### config.mk
export PLATFORM = sky130hd
export DESIGN_NAME = pct_cell
export DESIGN_NICKNAME = d
export VERILOG_FILES = /design/src/rtl/core/pct_pkg.sv /design/src/rtl/core/pct_cell.sv
export SDC_FILE = /design/constraint.sdc
export NUM_CORES = 1
export LEC_CHECK = 0
export BUFFER_PORTS_ARGS = -buffer_cell sky130_fd_sc_hd__buf_2
export CAP_MARGIN = 20
export CORE_AREA = 2 2 148 150
export DETAILED_ROUTE_END_ITERATION = 10
export DIE_AREA = 0 0 150 152
export PLACE_DENSITY_LB_ADDON = 0.1
export SLEW_MARGIN = 40
export SYNTH_ARGS = -nofsm -noshare
export SYNTH_HDL_FRONTEND = slang
export SYNTH_SLANG_ARGS = --single-unit
### constraint.sdc
create_clock -name clock -period 10.01 [get_ports clock]
set_clock_uncertainty 0.1 [all_clocks]
set_input_delay 1.5015 -clock clock [delete_from_list [all_inputs] [get_ports clock]]
set_output_delay 1.5015 -clock clock [all_outputs]
set_load 0.03 [all_outputs]
### src/rtl/core/pct_pkg.sv
// shared widths and stage word type for the perfect cube test
package pct_pkg;

   localparam int DATA_WIDTH = 32;
   localparam int VALUE_W    = 32;
   localparam int EXT_W      = (DATA_WIDTH > VALUE_W) ? DATA_WIDTH : VALUE_W;
   localparam int STEPS      = (DATA_WIDTH - 1) / 3 + 1;
   localparam int ROOT_W     = (DATA_WIDTH + 2) / 3;
   localparam int SQ_W       = 2 * ROOT_W;
   localparam int B_W        = 2 * ROOT_W + 4;
   localparam int CMP_W      = (DATA_WIDTH > B_W) ? DATA_WIDTH : B_W;
   localparam int SHIFT_W    = $clog2(DATA_WIDTH);

   typedef struct packed {
      logic                  neg;
      logic [DATA_WIDTH-1:0] rem;
      logic [ROOT_W-1:0]     root;
      logic [SQ_W-1:0]       root_sq;
   } stage_type;

endpackage

### src/rtl/core/pct_cell.sv
// one cube root digit cell with its own valid and back pressure
module pct_cell (
   input  logic                          clock,
   input  logic                          reset,
   input  logic [pct_pkg::SHIFT_W-1:0]   shift,
   input  logic                          in_valid,
   output logic                          in_ready,
   input  pct_pkg::stage_type            in_data,
   output logic                          out_valid,
   input  logic                          out_ready,
   output pct_pkg::stage_type            out_data
);

   logic                       valid_ff;
   logic                       valid_in;
   pct_pkg::stage_type         data_ff;
   pct_pkg::stage_type         data_in;
   logic [pct_pkg::ROOT_W-1:0] root_dbl;
   logic [pct_pkg::B_W-1:0]    delta;
   logic [pct_pkg::CMP_W-1:0]  rem_top;
   logic [pct_pkg::CMP_W-1:0]  delta_sh;
   logic                       take;

   assign in_ready  = !valid_ff || out_ready;
   assign out_valid = valid_ff;
   assign out_data  = data_ff;

   // 12*r^2 + 6*r + 1 gives (2r+1)^3 - (2r)^3
   always_comb begin
      root_dbl = pct_pkg::ROOT_W'({in_data.root, 1'b0});
      delta    = (pct_pkg::B_W'(in_data.root_sq) << 3) + (pct_pkg::B_W'(in_data.root_sq) << 2)
               + (pct_pkg::B_W'(in_data.root) << 2) + (pct_pkg::B_W'(in_data.root) << 1)
               + pct_pkg::B_W'(1);
      rem_top  = pct_pkg::CMP_W'(in_data.rem) >> shift;
      delta_sh = pct_pkg::CMP_W'(delta) << shift;
      take     = !in_data.neg && (rem_top >= pct_pkg::CMP_W'(delta));

      data_in.neg = in_data.neg;
      if (take) begin
         data_in.rem     = in_data.rem - delta_sh[pct_pkg::DATA_WIDTH-1:0];
         data_in.root    = root_dbl | pct_pkg::ROOT_W'(1);
         data_in.root_sq = (in_data.root_sq << 2) + (pct_pkg::SQ_W'(in_data.root) << 2)
                         + pct_pkg::SQ_W'(1);
      end else begin
         data_in.rem     = in_data.rem;
         data_in.root    = root_dbl;
         data_in.root_sq = in_data.root_sq << 2;
      end
      valid_in = in_ready ? in_valid : valid_ff;
   end

   always_ff @(posedge clock) begin
      if (reset) begin
         valid_ff <= 1'b0;
      end else begin
         valid_ff <= valid_in;
      end
   end

   always_ff @(posedge clock) begin
      if (in_ready && in_valid) begin
         data_ff <= data_in;
      end
   end

endmodule

==> results.md, run 1 <==
- Status: completed
- Post-layout worst setup margin: 1.42 ns
- Clock root buffer: clkbuf_16
- Pre-CTS worst setup slack: roughly 1.2 ns
- Critical path type: input port to flip-flop
- Filler cells: 2099
- Clock transition at the register clock pins on the worst setup and hold paths after CTS: 0.07 ns
- Highest net fanout along the worst path: 4
- Remaining antenna violation count after routing: 0
- Kind of start point of the critical path: input port
- Hold depth: 2
- TritonCTS clock tree: built
- RSZ-0062 raised after global routing: false
- Fraction of the cycle the final worst path needs: 0.858
- FF-to-FF path depth: 3
- Library cell with the highest instance count after synthesis: nand2_1
- Seq cells post-synth: 66
- Io pins: 143
- Post-synth top area share: 0.186
- Sum of net half-perimeters after detailed placement: 24000 um
- Global router's overall resource usage: 0.272
- Hold Violations, Final: 0
- Count of input and output buffers: 141
- Largest net degree at the start of global routing: 66
- Endpoint arrival time on the critical path: 8.59 ns
- Total number of clock tree sinks: 66
- Max-slew headroom: 0.465
- Largest delay share family, worst path: compound AO/OA/AOI/OAI gates
- Type of the tightest min-delay check: flip-flop to flip-flop
- Overall via count from detail_route: around 9800
- Sw Share: 0.459
- Peak Freq: 116 MHz
- Cell variety after synth: between 80 and 90
- Yosys top cell by area: edfxtp_1
- Time the final worst path needs with I/O delays and setup: 8.59 ns
- Leading cell types by count after synthesis: nand2_1, ha_1, o21ai_0, a21oi_1, inv_1
- Terminating pin of the worst hold path: out_valid$_SDFFE_PP0N_
- Residual DRC count: 0
- Sequential cell area fraction in the yosys report: 0.188
- Die X: 150 um
- Reg2Reg Launch Point: out_valid$_SDFFE_PP0N_
- Instance count of the mapped netlist: 1266
- Wirelength, routed: 30700 um
- Sequential fraction of design power: 0.172
- Number of buffers added for setup after CTS: 0
- Slowest cell delay on critical path: 0.52 ns
- Tightest Pin Transition: 0.797 ns
- Layout cells sized above 1: 0.183
- Nets: 1569
- Count of TritonRoute iterations in the first routing pass: 7
- Critical path capture point type: flip-flop
- Final setup TNS: 0 ns
- Post-CTS sizing: 0
- Inserted Diodes: 0
- R2R Path End: out_data[15]$_DFFE_PP_
- Count of final setup violators: 0
- Via-to-Cell Ratio: 5.96
- Lkg Pwr: 5.30 nW
- Layout overhead on the synthesized area: 11.5%
- CTS H-tree lvls: 3
- Async S/R FF share, synth: 0
- First-pass GRT wire length: 49600 um
- Number of DRC violations after detailed-routing iteration 0: around 560
- Number of placement rows: 54
- Routed WL per cell: 18.7 um
- Master of the slowest instance on the critical path: fa_1
- EDFF count, synth: 65
- Most common flop cell mapped by yosys: edfxtp_1
- Final max-slew violation count: 0
- Net count of the mapped netlist: 1476
- Critical hold path startpoint: out_valid$_SDFFE_PP0N_
- GP Congestion: 0.971
- R2R setup slack: 8.45 ns
- Post-layout utilization of the core: 0.547
- Data required time at the worst endpoint: 10.02 ns
- Skew-Pair Late Insertion Delay: about 0.35 ns
- Worst hold-check slack: 0.411 ns
- Switching power of the nets: 926 uW
- Largest cells by area after synthesis: edfxtp_1, ha_1, nand2_1
- Internal power contribution: 1.09 mW
- Clock buffer count from CTS: 9
- Total core area: 21400 um2
- Share of total power in combinational logic: 0.630
- Number of antenna violations at the first check in global routing: 0
- Total Die Area: 22800 um2
- Hold_buf cts: 0
- Buf+Inv Stages, Crit Path: 4
- Power density normalized to cell area: between 150 and 200 nW/um2
- VDD IR max: approximately 0.000096 V
- Congestion Overflow GR: 0
- Initial core utilization: 0.491
- Mean cell area of the mapped netlist: 8.27 um2
- Maxcap violations: 0
- Max Buffers Root-to-Sink: 2
- Relative contribution of the clock network to total power: 0.198
- Syn Std Cell Area: 10500 um2
- Via count of the first global-routing pass: 9500
- Chip Height: about 150 um
- YS warnings: 0
-- per-stage QoR --
step	std cells	cell area (um2)	power (mW)
2_1_floorplan	1266	10500	1.31
3_3_place_gp	1628	11300	1.60
3_5_place_dp	1628	11300	1.61
4_1_cts	1644	11700	2.02
5_1_grt	1644	11700	2.17
6_report	1644	11700	2.02
-- worst max path at each step --
| stage | startpoint | to | depth (start not counted) |
|---|---|---|---|
| after floorplan | in_data[2] | out_data[64]$_DFFE_PP_ | 27 |
| after global placement | in_data[1] | out_data[64]$_DFFE_PP_ | 28 |
| after detailed placement | in_data[1] | out_data[64]$_DFFE_PP_ | 28 |
| after CTS | in_data[1] | out_data[64]$_DFFE_PP_ | 28 |
| after global routing | in_data[1] | out_data[64]$_DFFE_PP_ | 28 |
| final | in_data[1] | out_data[64]$_DFFE_PP_ | 28 |
-- cells in the final DEF (no fill, tap or decap), types with 25 or more instances in the layout --
cell / netlist / layout
xor2_1: 25 / 25
nor3_1: 26 / 26
xnor2_1: 28 / 28
a21oi_1: 94 / 94
inv_1: 90 / 88
buf_2: 14 / 140
o21ai_0: 105 / 105
ha_1: 112 / 112
edfxtp_1: 65 / 65
mux2i_1: 51 / 51
nand2_1: 153 / 153
nor2_1: 80 / 80
-- kinds of logic (layout without fill, tap and decap cells) --
kind of cell	count (synthesis)	in the layout	synth area share
multiplexers	95	95	0.122
other	1	1	0.000358
adder cells (fa/ha/maj)	135	135	0.178
XOR/XNOR	55	55	0.0474
buffers and inverters	167	265	0.0650
flip-flops	66	66	0.188
AND/OR/NAND/NOR	365	365	0.160
AO/OA/AOI/OAI	382	382	0.239
-- power groups by stage --
stage               registers (mW)  clock network, mW  logic (mW)
floorplan                    0.409                  0       0.899
global placement             0.354                  0        1.24
detailed placement           0.354                  0        1.26
CTS                          0.348              0.404        1.26
global route                 0.351              0.412        1.41
finish                       0.348              0.399        1.27
-- worst register-to-register path: cells and delay by family (launching register included) --
kind                   cells  cell delay (ns)
and+or+nand+nor            2             0.26
buffers and inverters      1             0.50
DFF                        1             0.31
-- registers in the layout, summed over array words and instances (netlist names) --
register,cells
out_data,65
out_valid,1
-- metal layers --
metal	vias up	GRT usage	share of wire
met1	4668	0.354	0.44
met5	-	0	0
met2	266	0.475	0.50
li1	4828	-	-
met4	0	0.0764	0.023
met3	40	0.0291	0.044
-- cell type report --
cell class / instances / area [um2] / share of cell area
Sequential cell: 66 / 1970 / 0.169
Clock buffer: 9 / 225 / 0.0193
Multi-Input combinational cell: 1033 / 7820 / 0.670
Clock inverter: 7 / 125 / 0.0107
Inverter: 95 / 357 / 0.0305
Tap cell: 280 / 350 / 0.0300
Timing Repair Buffer: 154 / 822 / 0.0704
Power figures use the tool's default switching activity.
==> run 2, diff against run 1 <==
--- a/config.mk
+++ b/config.mk
@@ -7,9 +7,9 @@
 export LEC_CHECK = 0
 export BUFFER_PORTS_ARGS = -buffer_cell sky130_fd_sc_hd__buf_2
 export CAP_MARGIN = 20
-export CORE_AREA = 2 2 148 150
+export CORE_AREA = 2 2 142 144
 export DETAILED_ROUTE_END_ITERATION = 10
-export DIE_AREA = 0 0 150 152
+export DIE_AREA = 0 0 144 146
 export PLACE_DENSITY_LB_ADDON = 0.1
 export SLEW_MARGIN = 40
 export SYNTH_ARGS = -nofsm -noshare
==> run 2 against run 1 <==
Net effect: setup slack better by 0.022 ns; hold slack better by 0.032 ns; sequential share of layout area is 0.13 points higher; register-to-register slack worse by 0.03 ns; total power is 3.4% lower; largest power group unchanged; highest routed layer unchanged.
==> results.md, run 2 (synthesis results as in run 1) <==
- Maxcap violations: 0
- Sum of net half-perimeters after detailed placement: 23900 um
- Power density normalized to cell area: ~170 nW/um2
- Routed WL per cell: approximately 19 um
- Die X: 144 um
- Total area of sequential cells: 1970 um2
- Time the final worst path needs with I/O delays and setup: 8.56 ns
- Via count of the first global-routing pass: ~9400
- Largest delay share family, worst path: compound AO/OA/AOI/OAI gates
- Most frequent standard cell in the layout excluding fill and tap cells: nand2_1
- Congestion Overflow GR: 0
- Initial core utilization: 0.542
- Reg2Reg Launch Point: out_valid$_SDFFE_PP0N_
- Fraction of the cycle the final worst path needs: 0.856
- Final max-slew violation count: 0
- First-pass GRT wire length: between 40000 and 50000 um
- Total number of clock tree sinks: 66
- Io pins: between 100 and 150
- GP Congestion: 0.988
- Max Buffers Root-to-Sink: 2
- Number of buffers added for setup after CTS: 0
- Remaining antenna violation count after routing: 0
- Lkg Pwr: 5.26 nW
- Count of final setup violators: 0
- Filler cells: 1835
- Residual DRC count: 0
- VDD IR max: 0.000106 V
- Layout cells sized above 1: 0.182
- Final setup TNS: 0 ns
- Overall via count from detail_route: 9885
- Count of input and output buffers: 141
- Buf+Inv Stages, Crit Path: 3
- Area used by multi-input combinational logic: 7820 um2
- Hold_buf cts: 0
- Chip Height: around 150 um
- Number of DRC violations after detailed-routing iteration 0: 626
- Largest net degree at the start of global routing: 66
- Data required time at the worst endpoint: approximately 10 ns
- Number of placement rows: 51
- Tightest Pin Transition: approximately 0.82 ns
- Number of flip-flops under the largest register name: 65
- Inserted Diodes: 0
- Max-slew headroom: 0.446
- Skew-Pair Late Insertion Delay: 0.35 ns
- Clock root buffer: clkbuf_16
- Status: completed
- Total core area: 19300 um2
- Clock buffer count from CTS: 9
- TritonCTS clock tree: built
- Wirelength, routed: 30600 um
- Number of antenna violations at the first check in global routing: 0
- Critical path type: input port to flip-flop
- Highest net fanout along the worst path: 5
- Slowest cell delay on critical path: between 0.5 and 0.6 ns
- Leading cell types in the layout, fill and taps excluded: nand2_1, buf_2, ha_1
- Critical hold path startpoint: out_valid$_SDFFE_PP0N_
- Via-to-Cell Ratio: 6.06
- Type of the tightest min-delay check: flip-flop to flip-flop
- Crit. Startpoint: in_data[1]
- Cell seen most often among critical-path stages: fa_1
- Count of TritonRoute iterations in the first routing pass: 5
- Kind of start point of the critical path: input port
- Global router's overall resource usage: 0.295
- Critical path capture point type: flip-flop
- Nets: 1570
- Hold Violations, Final: 0
- Post-CTS sizing: 0
- Worst hold-check slack: 0.443 ns
- Master of the slowest instance on the critical path: fa_1
- RSZ-0062 raised after global routing: false
- Peak Freq: 117 MHz
- Layout overhead on the synthesized area: 10.6%
- CTS H-tree lvls: 3
- Clock transition at the register clock pins on the worst setup and hold paths after CTS: about 0.060 ns
- Endpoint arrival time on the critical path: 8.57 ns
- Total Die Area: 21000 um2
run 2: cell count changes in the layout (fill, tap and decap cells not counted), sizes merged:
| cell | change |
|---|---|
| bufinv | -2 |
| clkbuf | +2 |
| clkinvlp | +2 |
| inv | -2 |
| buf | +1 |
run 2: per-layer routing:
layer | global-route usage | routed length (um) | vias up
li1 | - | - | 4842
met1 | 0.389 | 13500 | 4697
met2 | 0.496 | 14600 | 292
met3 | 0.0273 | 1460 | 54
met4 | 0.118 | 1110 | 0
met5 | 0 | 0 | -
run 2: path summary, 6_finish.rpt:
check	cells after the start	slack, ns	endpoint
max reg2reg	3	8.42	out_data[32]$_DFFE_PP_
min reg2reg	2	0.44	out_valid$_SDFFE_PP0N_
min	2	0.44	out_valid$_SDFFE_PP0N_
max	26	1.45	out_data[64]$_DFFE_PP_
run 2: final cells by class:
| cell class | count | area share |
|---|---|---|
| Multi-Input combinational cell | 1033 | 0.675 |
| Sequential cell | 66 | 0.170 |
| Timing Repair Buffer | 155 | 0.0705 |
| Inverter | 95 | 0.0308 |
| Tap cell | 265 | 0.0286 |
| Clock buffer | 11 | 0.0201 |
| Clock inverter | 5 | 0.00475 |
run 2: metrics by stage:
| step | utilization | std cells | power (mW) | worst slack, ns | cell area, um2 |
|---|---|---|---|---|---|
| after detailed placement | 0.584 | 1614 | 1.61 | 1.13 | 11300 |
| after floorplan | - | 1266 | 1.31 | 2.27 | 10500 |
| after global routing | 0.599 | 1630 | 2.10 | 1.04 | 11600 |
| after CTS | 0.599 | 1630 | 1.95 | 1.46 | 11600 |
| final | 0.599 | 1630 | 1.95 | 1.45 | 11600 |
| after global placement | 0.584 | 1614 | 1.60 | 1.19 | 11300 |
run 2: where the power goes:
part	internal [mW]	switching [mW]
Combinational	0.502	0.772
Clock	0.192	0.135
Sequential	0.341	0.00612
Total	1.04	0.913
run 2: worst reg2reg max path: cells and delay by family, from the launching register on:
family / cells / cell delay [ns]
buf+inv: 1 / 0.49
simple gates: 2 / 0.27
flops: 1 / 0.31
==> run 3, diff against run 2 <==
--- a/config.mk
+++ b/config.mk
@@ -7,9 +7,9 @@
 export LEC_CHECK = 0
 export BUFFER_PORTS_ARGS = -buffer_cell sky130_fd_sc_hd__buf_2
 export CAP_MARGIN = 20
-export CORE_AREA = 2 2 142 144
+export CORE_AREA = 2 2 182 112
 export DETAILED_ROUTE_END_ITERATION = 10
-export DIE_AREA = 0 0 144 146
+export DIE_AREA = 0 0 184 114
 export PLACE_DENSITY_LB_ADDON = 0.1
 export SLEW_MARGIN = 40
 export SYNTH_ARGS = -nofsm -noshare
==> run 3 against run 2 <==
Net effect: routed wire length grew 6.2%; clock-buffer cell count decreased by 2; clock power grew 8.3%; non-clock buffer count decreased by 1; first-iteration DRC count increased by 77%; cell count down 0.86%; fmax shrank 1.1%.
==> results.md, run 3 (synthesis results as in run 1) <==
- Power density normalized to cell area: 174 nW/um2
- Final setup TNS: 0 ns
- Relative contribution of the clock network to total power: 0.175
- Worst hold-check slack: 0.418 ns
- Max Buffers Root-to-Sink: 2
- Hold Violations, Final: 0
- Critical path capture point type: flip-flop
- Final max-slew violation count: 0
- Number of placement rows: 40
- Inserted Diodes: 0
- Die X: 184 um
- Clock transition at the register clock pins on the worst setup and hold paths after CTS: 0.06 ns
- Highest net fanout along the worst path: 4
- Share of total power in combinational logic: 0.652
- Initial core utilization: 0.537
- Buf+Inv Stages, Crit Path: 4
- Count of TritonRoute iterations in the first routing pass: 9
- Switching power of the nets: ~950 uW
- First-pass GRT wire length: between 50000 and 60000 um
- Post-CTS sizing: 0
- Routed WL per cell: ~20 um
- Chip Height: 114 um
- Number of flip-flops under the largest register name: 65
- Leading cell types in the layout, fill and taps excluded: nand2_1, buf_2, ha_1
- Clock buffer count from CTS: 9
- Master of the slowest instance on the critical path: fa_1
- Sw Share: 0.472
- Filler cells: 1835
- Lkg Pwr: 5.28 nW
- Tightest Pin Transition: ~0.94 ns
- Type of the tightest min-delay check: flip-flop to flip-flop
- Internal power contribution: around 1.1 mW
- Most frequent standard cell in the layout excluding fill and tap cells: nand2_1
- Number of buffers added for setup after CTS: 0
- Data required time at the worst endpoint: 10.02 ns
- Total Die Area: 21000 um2
- Total power consumption of the routed design: around 2.0 mW
- RSZ-0062 raised after global routing: false
- Total number of clock tree sinks: 66
- Number of antenna violations at the first check in global routing: 0
- GP Congestion: 1.04
- Total core area: 19500 um2
- TritonCTS clock tree: built
- Max-slew headroom: 0.368
- CTS H-tree lvls: 3
- Io pins: 143
- Count of input and output buffers: 141
- Remaining antenna violation count after routing: 0
- Largest net degree at the start of global routing: 66
- Via count of the first global-routing pass: 8794
- Sequential fraction of design power: 0.172
- Layout overhead on the synthesized area: 10.8%
- Fraction of the cycle the final worst path needs: 0.865
- Maxcap violations: 0
- Congestion Overflow GR: 0
- Overall via count from detail_route: roughly 10000
- Slowest cell delay on critical path: between 0.5 and 0.6 ns
- Clock root buffer: clkbuf_16
- Number of DRC violations after detailed-routing iteration 0: 1109
- Hold_buf cts: 0
- Design Area, Final: 11600 um2
- Sum of net half-perimeters after detailed placement: 25500 um
- Kind of start point of the critical path: input port
- Peak Freq: 116 MHz
- Largest delay share family, worst path: compound AO/OA/AOI/OAI gates
- Global router's overall resource usage: 0.311
- Layout cells sized above 1: 0.182
- Wirelength, routed: 32500 um
- Via-to-Cell Ratio: slightly above 6
- Time the final worst path needs with I/O delays and setup: 8.66 ns
- Cell area after placement: roughly 11000 um2
- Critical path type: input port to flip-flop
- Status: completed
- Nets: 1569
- Count of final setup violators: 0
- VDD IR max: 0.000103 V
- Endpoint arrival time on the critical path: 8.66 ns
- Residual DRC count: 0
- Skew-Pair Late Insertion Delay: between 0.3 and 0.4 ns
[run 3: changes by cell type in the layout (fill, tap and decap cells not counted), sizes merged]
cell and delta:
inv -1, bufinv +1, clkinvlp -1, clkbuf -2, buf -1, clkinv +3
[run 3: worst paths after layout]
path         cells past startpoint                      to                   start  slack [ns]
min reg2reg                      2  out_valid$_SDFFE_PP0N_  out_valid$_SDFFE_PP0N_        0.42
max reg2reg                      3  out_data[64]$_DFFE_PP_  out_valid$_SDFFE_PP0N_        8.44
min                              2  out_valid$_SDFFE_PP0N_  out_valid$_SDFFE_PP0N_        0.42
max                             28  out_data[64]$_DFFE_PP_              in_data[1]        1.35
[run 3: final cells by class]
| cell class | instances | area (um2) | share of cell area |
|---|---|---|---|
| Multi-Input combinational cell | 1033 | 7820 | 0.674 |
| Sequential cell | 66 | 1970 | 0.170 |
| Clock buffer | 9 | 225 | 0.0194 |
| Clock inverter | 7 | 93.8 | 0.00808 |
| Tap cell | 252 | 315 | 0.0272 |
| Timing Repair Buffer | 154 | 822 | 0.0708 |
| Inverter | 95 | 357 | 0.0307 |
[run 3: stage by stage]
| step | worst slack, ns | instances | util |
|---|---|---|---|
| 2_1_floorplan | 2.27 | 1266 | - |
| 3_3_place_gp | 1.40 | 1600 | 0.578 |
| 3_5_place_dp | 1.15 | 1600 | 0.578 |
| 4_1_cts | 1.50 | 1616 | 0.595 |
| 5_1_grt | 1.05 | 1616 | 0.595 |
| 6_report | 1.35 | 1616 | 0.595 |
[run 3: tightest hold or removal path: cells and delay by family (launching register included)]
family | cells | cell delay (ns)
flip-flops | 1 | 0.31
AO/OA/AOI/OAI | 1 | 0.07
AND/OR/NAND/NOR | 1 | 0.10
[run 3: power by group through the flow]
stage	sequential (mW)	clock, mW	combinational [mW]
after floorplan	0.409	0	0.899
after global placement	0.353	0	1.27
after detailed placement	0.354	0	1.27
after CTS	0.349	0.360	1.29
after global routing	0.351	0.368	1.45
final	0.348	0.354	1.32
[run 3: per-layer routing]
layer  share of wire  GRT usage
met5               0          0
met4          0.0072     0.0485
met3            0.10     0.0817
met2            0.37      0.390
met1            0.52      0.517
